==> config.mk <==
export PLATFORM = sky130hd
export DESIGN_NAME = staircase_path_line_deviation_3d_top
export DESIGN_NICKNAME = d
export VERILOG_FILES = /design/src/hw/rtl/spld3_pkg.sv /design/src/hw/rtl/staircase_path_line_deviation_3d_top.sv
export SDC_FILE = /design/constraint.sdc
export NUM_CORES = 2
export LEC_CHECK = 0
export BUFFER_PORTS_ARGS = -buffer_cell sky130_fd_sc_hd__buf_2
export CORE_MARGIN = 2
export CORE_UTILIZATION = 62
export DETAILED_ROUTE_END_ITERATION = 7
export GPL_ROUTABILITY_DRIVEN = 1
export PLACE_DENSITY = 0.79
export SLEW_MARGIN = 15
export SYNTH_ARGS = -nofsm -noshare
export SYNTH_HDL_FRONTEND = slang
export SYNTH_SLANG_ARGS = --single-unit
==> constraint.sdc <==
create_clock -name i_clk -period 14.5 [get_ports i_clk]
set_input_delay 0.725 -clock i_clk [delete_from_list [all_inputs] [get_ports i_clk]]
set_output_delay 0.725 -clock i_clk [all_outputs]
set_load 0.005 [all_outputs]
==> src/hw/rtl/spld3_pkg.sv <==
package spld3_pkg;
    localparam int DIST_BITS = 19;
    localparam int IN_BITS   = 10;
endpackage

==> src/hw/rtl/staircase_path_line_deviation_3d_top.sv <==
// channel | dir | tdata fields (lsb first)
// s_axis  | in  | start_x, start_y, start_z, end_x, end_y, end_z (60 bits, 64 wide)
// m_axis  | out | max_distance (19 bits, 24 wide); tuser: degenerate
// per path point S_M0..S_M5 and S_SQ build |cross|^2, S_ST keeps the max; S_VV sums
// |v|^2; each of the 19 result bits runs S_T, S_TV, S_CMP; one multiplier is shared
// reset is synchronous, active low, and clears the sequencer and the output valid
// the block takes a request only when idle; a waiting result holds it at the output stage
module staircase_path_line_deviation_3d_top
    import spld3_pkg::*;
#(
    parameter int COORD_BITS = 10,
    parameter int FRAC_BITS  = 8
) (
    input  logic        i_clk,
    input  logic        i_rst_n,
    input  logic        s_axis_tvalid,
    output logic        s_axis_tready,
    input  logic [63:0] s_axis_tdata,   // start_x, start_y, start_z, end_x, end_y, end_z
    output logic        m_axis_tvalid,
    input  logic        m_axis_tready,
    output logic [23:0] m_axis_tdata,   // max_distance
    output logic        m_axis_tuser    // degenerate
);
    // coordinates never carry more bits than the input fields
    localparam int CB = (COORD_BITS < IN_BITS) ? COORD_BITS : IN_BITS;
    localparam int DB = CB + 1;             // signed difference
    localparam int PB = 2 * CB + 2;         // signed product
    localparam int CRB = PB + 1;            // signed cross component
    localparam int SQB = 2 * CRB;           // squared width
    localparam int MB = 2 * CRB + 2;        // running sum and max
    localparam int NB = MB + 2 * FRAC_BITS; // shifted numerator
    localparam int VB = 2 * DB + 2;         // |v|^2
    localparam int RB = DIST_BITS;
    localparam int TB = 2 * RB;
    localparam int QB = TB + VB;
    localparam int CMPB = (NB > QB) ? NB : QB;
    localparam int MULA = (CRB > TB) ? CRB : TB;
    localparam int MULB = (CRB > VB) ? CRB : VB;

    localparam logic [3:0] S_IDLE = 4'd0, S_M0 = 4'd1, S_M1 = 4'd2, S_M2 = 4'd3,
        S_M3 = 4'd4, S_M4 = 4'd5, S_M5 = 4'd6, S_SQ = 4'd7, S_ST = 4'd8,
        S_VV = 4'd9, S_T = 4'd10, S_TV = 4'd11, S_CMP = 4'd12, S_OUT = 4'd13;

    logic [3:0]  r_state, n_state;
    logic [CB-1:0] r_ax, r_ay, r_az, r_bx, r_by, r_bz, r_px, r_py, r_pz;
    logic signed [DB-1:0] r_vx, r_vy, r_vz;
    logic signed [PB-1:0] r_prod;
    logic signed [CRB-1:0] r_cr;
    logic [1:0]  r_comp;
    logic [MB-1:0] r_acc, r_max;
    logic [VB-1:0] r_vv;
    logic [RB-1:0] r_r;
    logic [4:0]  r_bit;
    logic [TB-1:0] r_tt;
    logic [QB-1:0] r_q;
    logic [RB-1:0] r_dist;
    logic        r_deg, r_ovalid;

    // shared multiplier operands
    logic signed [MULA:0] mul_a;
    logic signed [MULB:0] mul_b;
    logic signed [MULA+MULB+1:0] mul_p;
    logic signed [DB-1:0] dx, dy, dz;
    logic [RB-1:0] t_cand;

    assign n_state = r_state;

    assign dx = DB'(signed'({1'b0, r_ax})) - DB'(signed'({1'b0, r_px}));
    assign dy = DB'(signed'({1'b0, r_ay})) - DB'(signed'({1'b0, r_py}));
    assign dz = DB'(signed'({1'b0, r_az})) - DB'(signed'({1'b0, r_pz}));
    assign t_cand = r_r | (RB'(1) << r_bit);

    always_comb begin
        mul_a = '0;
        mul_b = '0;
        unique case (n_state)
            S_M0: begin mul_a = (MULA+1)'(dy); mul_b = (MULB+1)'(r_vz); end
            S_M1: begin mul_a = (MULA+1)'(dz); mul_b = (MULB+1)'(r_vy); end
            S_M2: begin mul_a = (MULA+1)'(dz); mul_b = (MULB+1)'(r_vx); end
            S_M3: begin mul_a = (MULA+1)'(dx); mul_b = (MULB+1)'(r_vz); end
            S_M4: begin mul_a = (MULA+1)'(dx); mul_b = (MULB+1)'(r_vy); end
            S_M5: begin mul_a = (MULA+1)'(dy); mul_b = (MULB+1)'(r_vx); end
            S_SQ: begin mul_a = (MULA+1)'(r_cr); mul_b = (MULB+1)'(r_cr); end
            S_VV: begin mul_a = (MULA+1)'(r_cr); mul_b = (MULB+1)'(r_cr); end
            S_T:  begin mul_a = (MULA+1)'({1'b0, t_cand}); mul_b = (MULB+1)'({1'b0, t_cand}); end
            S_TV: begin mul_a = (MULA+1)'({1'b0, r_tt}); mul_b = (MULB+1)'({1'b0, r_vv}); end
            default: ;
        endcase
    end
    assign mul_p = mul_a * mul_b;

    logic at_end;
    assign at_end = !(r_px < r_bx) && !(r_py < r_by) && !(r_pz < r_bz);

    always_ff @(posedge i_clk) begin
        if (!i_rst_n) begin
            r_state  <= S_IDLE;
            r_ovalid <= 1'b0;
        end else begin
            if (r_state == S_OUT && (!r_ovalid || m_axis_tready)) r_ovalid <= 1'b1;
            else if (m_axis_tvalid && m_axis_tready) r_ovalid <= 1'b0;
            unique case (r_state)
                S_IDLE: if (s_axis_tvalid && s_axis_tready) begin
                    r_ax <= s_axis_tdata[CB-1:0];
                    r_ay <= s_axis_tdata[IN_BITS +: CB];
                    r_az <= s_axis_tdata[2*IN_BITS +: CB];
                    r_bx <= s_axis_tdata[3*IN_BITS +: CB];
                    r_by <= s_axis_tdata[4*IN_BITS +: CB];
                    r_bz <= s_axis_tdata[5*IN_BITS +: CB];
                    r_px <= s_axis_tdata[CB-1:0];
                    r_py <= s_axis_tdata[IN_BITS +: CB];
                    r_pz <= s_axis_tdata[2*IN_BITS +: CB];
                    r_vx <= DB'(signed'({1'b0, s_axis_tdata[CB-1:0]}))
                          - DB'(signed'({1'b0, s_axis_tdata[3*IN_BITS +: CB]}));
                    r_vy <= DB'(signed'({1'b0, s_axis_tdata[IN_BITS +: CB]}))
                          - DB'(signed'({1'b0, s_axis_tdata[4*IN_BITS +: CB]}));
                    r_vz <= DB'(signed'({1'b0, s_axis_tdata[2*IN_BITS +: CB]}))
                          - DB'(signed'({1'b0, s_axis_tdata[5*IN_BITS +: CB]}));
                    r_max <= '0;
                    r_state <= S_M0;
                end
                S_M0, S_M2, S_M4: begin
                    r_prod <= PB'(mul_p);
                    r_state <= r_state + 4'd1;
                end
                S_M1, S_M3, S_M5: begin
                    r_cr <= CRB'(r_prod) - CRB'(mul_p);
                    r_comp <= (r_state == S_M1) ? 2'd0 : (r_state == S_M3) ? 2'd1 : 2'd2;
                    r_state <= S_SQ;
                end
                S_SQ: begin
                    if (r_comp == 2'd0) r_acc <= MB'(SQB'(mul_p));
                    else r_acc <= r_acc + MB'(SQB'(mul_p));
                    priority case (r_comp)
                        2'd0: r_state <= S_M2;
                        2'd1: r_state <= S_M4;
                        default: r_state <= S_ST;
                    endcase
                end
                S_ST: begin
                    // check max, then advance along the staircase
                    if (r_acc > r_max) r_max <= r_acc;
                    if (r_px < r_bx) begin r_px <= r_px + CB'(1); r_state <= S_M0; end
                    else if (r_py < r_by) begin r_py <= r_py + CB'(1); r_state <= S_M0; end
                    else if (r_pz < r_bz) begin r_pz <= r_pz + CB'(1); r_state <= S_M0; end
                    else begin
                        r_acc <= '0;
                        r_comp <= 2'd0;
                        r_cr <= CRB'(r_vx);
                        r_state <= S_VV;
                    end
                end
                S_VV: begin
                    r_acc <= r_acc + MB'(SQB'(mul_p));
                    r_comp <= r_comp + 2'd1;
                    priority case (r_comp)
                        2'd0: begin r_cr <= CRB'(r_vy); end
                        2'd1: begin r_cr <= CRB'(r_vz); end
                        default: begin
                            r_vv <= VB'(r_acc + MB'(SQB'(mul_p)));
                            r_r <= '0;
                            r_bit <= 5'(RB - 1);
                            r_state <= (r_acc + MB'(SQB'(mul_p)) == '0) ? S_OUT : S_T;
                        end
                    endcase
                end
                S_T: begin
                    r_tt <= TB'(mul_p);
                    r_state <= S_TV;
                end
                S_TV: begin
                    r_q <= QB'(mul_p);
                    r_state <= S_CMP;
                end
                S_CMP: begin
                    if (CMPB'(r_q) <= (CMPB'(r_max) << (2 * FRAC_BITS)))
                        r_r <= t_cand;
                    if (r_bit == 5'd0) r_state <= S_OUT;
                    else begin r_bit <= r_bit - 5'd1; r_state <= S_T; end
                end
                S_OUT: if (!r_ovalid || m_axis_tready) begin
                    r_dist <= r_r;
                    r_deg <= (r_vv == '0);
                    r_state <= S_IDLE;
                end
                default: r_state <= S_IDLE;
            endcase
        end
    end

    assign s_axis_tready = (r_state == S_IDLE);
    assign m_axis_tvalid = r_ovalid;
    assign m_axis_tdata  = {5'b0, r_dist};
    assign m_axis_tuser  = r_deg;

    a_busy_not_ready: assert property (@(posedge i_clk) disable iff (!i_rst_n)
        (r_state != S_IDLE) |-> !s_axis_tready) else $error("ready while busy");
    a_deg_zero: assert property (@(posedge i_clk) disable iff (!i_rst_n)
        (r_ovalid && r_deg) |-> (r_dist == '0)) else $error("degenerate with distance");
    a_out_hold: assert property (@(posedge i_clk) disable iff (!i_rst_n)
        (r_ovalid && !m_axis_tready) |=> (r_ovalid && $stable(r_dist)))
        else $error("result lost");
    a_path_bound: assert property (@(posedge i_clk) disable iff (!i_rst_n)
        (r_state == S_VV) |-> at_end) else $error("path not finished");
endmodule

## Word-level counts from Yosys, hierarchy flattened

Index checks and enable logic that the tools add are counted.
Widths: inputs -> output; s select.

- Bits in registers: 439
- Input port bits: 68
- Output and inout bits: 27
- Word-level logic and storage cells: 168

- Add/subtract/negate cells: 14
- Multiply operators: 1
- $lt $le $gt $ge: 5
- Eq/ne operators: 27
- Shifts and indexed selects: 1
- Mux-type cells: 51
- Bitwise operators: 2
- Reduce and logical (&&, ||, !) cells: 41

Operators by type and width:

| cell | number |
|---|---|
| $mux 48 | 6 |
| $pmux 39 s6 | 1 |
| $pmux 25 s6 | 1 |
| $pmux 48 s3 | 1 |
| $pmux 48 s2 | 1 |
| $mux 10 | 9 |
| $mux 23 | 3 |
| $pmux 23 s3 | 1 |
| $sub 10x10->11 | 6 |
| $le 62x64->1 | 1 |
| $mul 39x25->62 | 1 |
| $pmux 10 s2 | 3 |
| $add 48x48->48 | 1 |
| $gt 48x48->1 | 1 |
| $logic_not 48->1 | 1 |
| $pmux 23 s2 | 1 |
| $pmux 4 s10 | 1 |
| $mux 19 | 2 |
| $pmux 19 s2 | 1 |
| $add 10x1->10 const B | 3 |
| $lt 10x10->1 | 3 |
| $eq 4x4->1 const B | 6 |
| $logic_not 24->1 | 1 |
| $mux 4 | 6 |
| 36 further kinds | 81 |

## Logic depth before layout (Yosys ltp)

- Depth in word-level cells: 9
- Depth in mapped cells: 56
- Depth with buffers taken out: 54

## Worst setup path after synthesis

No wires, ideal clock.

- Path kind: register to register
- From: register r_py[0]
- To: register r_state[1], in the netlist n_state[1]
- Setup time: 0.118 ns
- Arrival time: 12.084 ns
- Required time: 14.382 ns
- Setup slack: 2.299 ns
- Stages on the path, launching flop included: 52
- Path buffers: 2
- Clock period less this slack: 12.201 ns
- Cells stage by stage: edfxtp_1 > ha_1 > fa_1 > nor2b_1 > o21ai_0 > a21boi_0 > o21ai_0 > a21boi_0 > o21a_1 > o211ai_1 > a21oi_1 > nand2_1 > clkbuf_1 > a211oi_1 > clkbuf_1 > nor2_1 > fa_1 > fa_1 > [... 16 more ...] > o21ai_0 > a21o_1 > a21o_1 > a21oi_1 > xnor2_1 > ha_1 > and4_1 > and2_1 > and2_1 > a2bb2oi_1 > a41oi_2 > xnor2_1 > or3_1 > a2111oi_0 > nand4_1 > nor4b_2 > nand3_1 > o2111a_1

- Word-level cells in the longest chain between the ends: 8
- Elaborated cells on any way between the ends: 11
- Those cells by class: add/sub (2); mul (1); order compare (1); mux (6); reduce/logical (1)

RTL lines:

| what | line | source |
|---|---|---|
| start: declaration | staircase_path_line_deviation_3d_top.sv:45 | `logic [CB-1:0] r_ax, r_ay, r_az, r_bx, r_by, r_bz, r_px, r_py, r_pz;` |
| start signal: assignment | staircase_path_line_deviation_3d_top.sv:111 | `r_py <= s_axis_tdata[IN_BITS +: CB];` |
| $sub 10x10->11 | staircase_path_line_deviation_3d_top.sv:69 | `assign dy = DB'(signed'({1'b0, r_ay})) - DB'(signed'({1'b0, r_py}));` |
| $pmux 39 s6 | staircase_path_line_deviation_3d_top.sv:76 | `unique case (n_state)` |
| $mul 39x25->62 | staircase_path_line_deviation_3d_top.sv:90 | `assign mul_p = mul_a * mul_b;` |
| named net mul_p[33] | staircase_path_line_deviation_3d_top.sv:62 | `logic signed [MULA+MULB+1:0] mul_p;` |
| $add 48x48->48 | staircase_path_line_deviation_3d_top.sv:163 | `r_state <= (r_acc + MB'(SQB'(mul_p)) == '0) ? S_OUT : S_T;` |
| $logic_not 48->1 | staircase_path_line_deviation_3d_top.sv:163 |  |
| $mux 3 | staircase_path_line_deviation_3d_top.sv:163 |  |
| $mux 4 | staircase_path_line_deviation_3d_top.sv:156 | `priority case (r_comp)` |
| $pmux 4 s10 | staircase_path_line_deviation_3d_top.sv:102 | `unique case (r_state)` |
| end signal: assignment | staircase_path_line_deviation_3d_top.sv:124 | `r_state <= r_state + 4'd1;` |
| end signal: assignment | staircase_path_line_deviation_3d_top.sv:163 |  |
| end: declaration | staircase_path_line_deviation_3d_top.sv:44 | `logic [3:0] r_state, n_state;` |

The timed path passes the listed nets, and every way through them passes these cells. The select of a mux whose other input is x is not followed.
A chain may end at the register's enable or synchronous reset.

## Final worst setup path

- From: register r_py[0]
- To: register r_state[0], in the netlist n_state[0]

The elaborated chain is that of the path after synthesis.

==> flow_metrics.tcl <==
set metrics [dict create \
    outcome "completed" \
    finalClockSkew_ns 0.0555 \
    grt_pass1_wl_microns 273000 \
    syn_avg_cell_area_sq_um 9.58 \
    crit_path_end_kind "flop" \
    rsz0062_at_grt "false" \
    drtPass1Iterations 8 \
    hp-class "input port to flop" \
    antenna_found_initial 5 \
    ys_async_sr_fraction 0 \
    required_ns 15.02 \
    ys_seq_elements 439 \
    n_fill_cell 7240 \
    drtIter0Drc 6054 \
    vias 45900 \
    die_width_microns 312 \
    setup_violations 0 \
    worst_slew_pin_slew_ns 1.22 \
    crit_type "flop to flop" \
    cp_max_fo 25 \
    grt_remaining_overflow 0 \
    syn_area_sq_mm 0.0586 \
    drc 0 \
    multi_input_area_sq_mm 0.0405 \
    synth_area_leaders "fa_1 33%, edfxtp_1 22%, ha_1 9.2%" \
    regArea_sq_mm 0.0131 \
    cts_tree "done" \
    synthTopCellsByCount "1162 x inv_1, 970 x fa_1, 768 x nand2_1" \
    startpoint_type "flop" \
    root_buffer "clkbuf_16" \
    dieArea_sq_mm 0.0971 \
    die_h_microns 312 \
    syn_inst 6121 \
    area_growth_pct 6.61 \
    nNetsFinal 7617 \
    hold-worst-slack_ns 0.303 \
    clkLatencyLatePin_ns 0.61 \
    synth_edf_count 434 \
    first_global_vias 46500 \
    clock_path_buffers 3 \
    cap_viol_max_count 0 \
    rrSetupSlack_ns 0.64 \
    drive_gt1_frac 0.0630 \
    io_pins 95 \
    slew_violations 0 \
    synth_top_area_frac 0.331 \
    ys_types 86 \
    wl_per_cell_microns 23.8 \
    finalHoldViolations 0 \
    cts_buffers 44 \
    drt.antenna.violating_nets 0 \
    fmax_mhz 72.1 \
    via_per_inst 6.17 \
    synth.most_common_cell "inv_1" \
    arrival_ns 14.39 \
    start_util 0.627 \
    min_period_over_period 0.956 \
    critical_path.slowest_cell "fa_1" \
    clk_pin_slew_ns 0.06 \
    path_common_cell "fa_1" \
    core_sq_mm 0.0935 \
    rows 112 \
    grt_use_total 0.371 \
    yosysWarnings 0 \
    routabilityCongestion 1.03 \
    ys.flop_type "edfxtp_1" \
    cp_slowest_stage_delay_ns 0.61 \
    io_buffers 85 \
    place_hpwl_microns 143000 \
    htreeDepth 2 \
    grt_max_degree 63 \
    tns_ns 0 \
    wl_microns 177000 \
    ys_seq_area_frac 0.224 \
    finalCriticalPeriod_ns 13.86 \
    slew_headroom 0.182 \
    numClockSinks 439 \
    synth_top_area_cell "fa_1" \
]
[final timing paths]
| kind | from | endpoint | depth (start not counted) |
|---|---|---|---|
| worst max-delay path | r_py[0] | n_state[0] | 52 |
| worst min-delay path | s_axis_tdata[32] | r_bx[2] | 1 |
| worst max register to register | r_py[0] | n_state[0] | 52 |
| worst min register to register | r_r[6] | r_dist[6] | 0 |
[state kept, by name, summed over array words and instances, names as in the netlist, 11 cells and up]
register,flops
r_acc,48
r_cr,23
r_dist,19
r_max,48
r_prod,22
r_q,62
r_r,19
r_tt,38
r_vv,24
r_vx,11
r_vy,11
r_vz,11
[what timing repair did]
action                                  4_1_cts  5_1_grt
gates resized for setup                       0       12
hold buffers                                  0        0
buffers inserted                              0        1
endpoints found under the setup margin        0        4
[critical path: cells and delay by family (launching register included)]
| kind | cells | cell delay, ns |
|---|---|---|
| compound gates | 20 | 4.58 |
| buf+inv | 9 | 1.18 |
| simple gates | 11 | 2.30 |
| flops | 1 | 0.47 |
| fa+ha+maj | 11 | 5.08 |
| xor+xnor | 1 | 0.17 |
[layer usage]
metal	routed length, microns	up-vias	part of all wire	global-route usage
li1	-	19600	-	-
met1	66000	22700	0.37	0.514
met2	75600	3113	0.43	0.546
met3	27400	518	0.15	0.126
met4	7820	8	0.044	0.137
met5	110	-	0.00062	0
[cell families after synthesis]
| kind of cell | count (synthesis) | synth area share |
|---|---|---|
| AOI/OAI and AO/OA | 863 | 0.0970 |
| xor gates and xnor gates | 187 | 0.0279 |
| adders and majority gates | 1401 | 0.423 |
| buffers and inverters | 1427 | 0.0918 |
| DFF | 439 | 0.224 |
| muxes | 17 | 0.00292 |
| other | 1 | 0.0000639 |
| and+or+nand+nor | 1786 | 0.133 |
[final cells by class]
class,count,share of cell area
Tap cell,1254,0.0251
Multi-Input combinational cell,4259,0.647
Timing Repair Buffer,241,0.0257
Clock inverter,20,0.00302
Sequential cell,439,0.210
Inverter,1163,0.0698
Antenna cell,1,0.0000400
Clock buffer,56,0.0188
[placed cells by master (no fill, tap or decap), types with 35 or more instances in the layout]
cell type     n
and3_1       64
a21o_1      130
buf_4       153
a21oi_1     205
nand4_1      52
xnor2_1     119
o21ai_0     196
nor2b_1      52
edfxtp_1    434
clkbuf_16    44
ha_1        430
nand2b_1     56
nand3_1      48
xor2_1       67
buf_2        85
fa_1        970
o21a_1       35
and2_1       35
nor3_1       43
nor2_1      564
nand2_1     766
inv_1      1162
[stage by stage]
stage | setup WS, ns | utilization | std cells | instance area [sq um]
after floorplan | 2.30 | - | 6125 | 58700
after global placement | 0.809 | 0.653 | 7353 | 61100
after detailed placement | 0.596 | 0.653 | 7354 | 61100
after CTS | 0.450 | 0.668 | 7430 | 62400
after global routing | 0.0234 | 0.669 | 7432 | 62500
final | 0.635 | 0.669 | 7433 | 62500
Power is left out: the tool's default activity adds up to more than one toggle a clock period on the data nets, which glitch-free logic cannot reach.
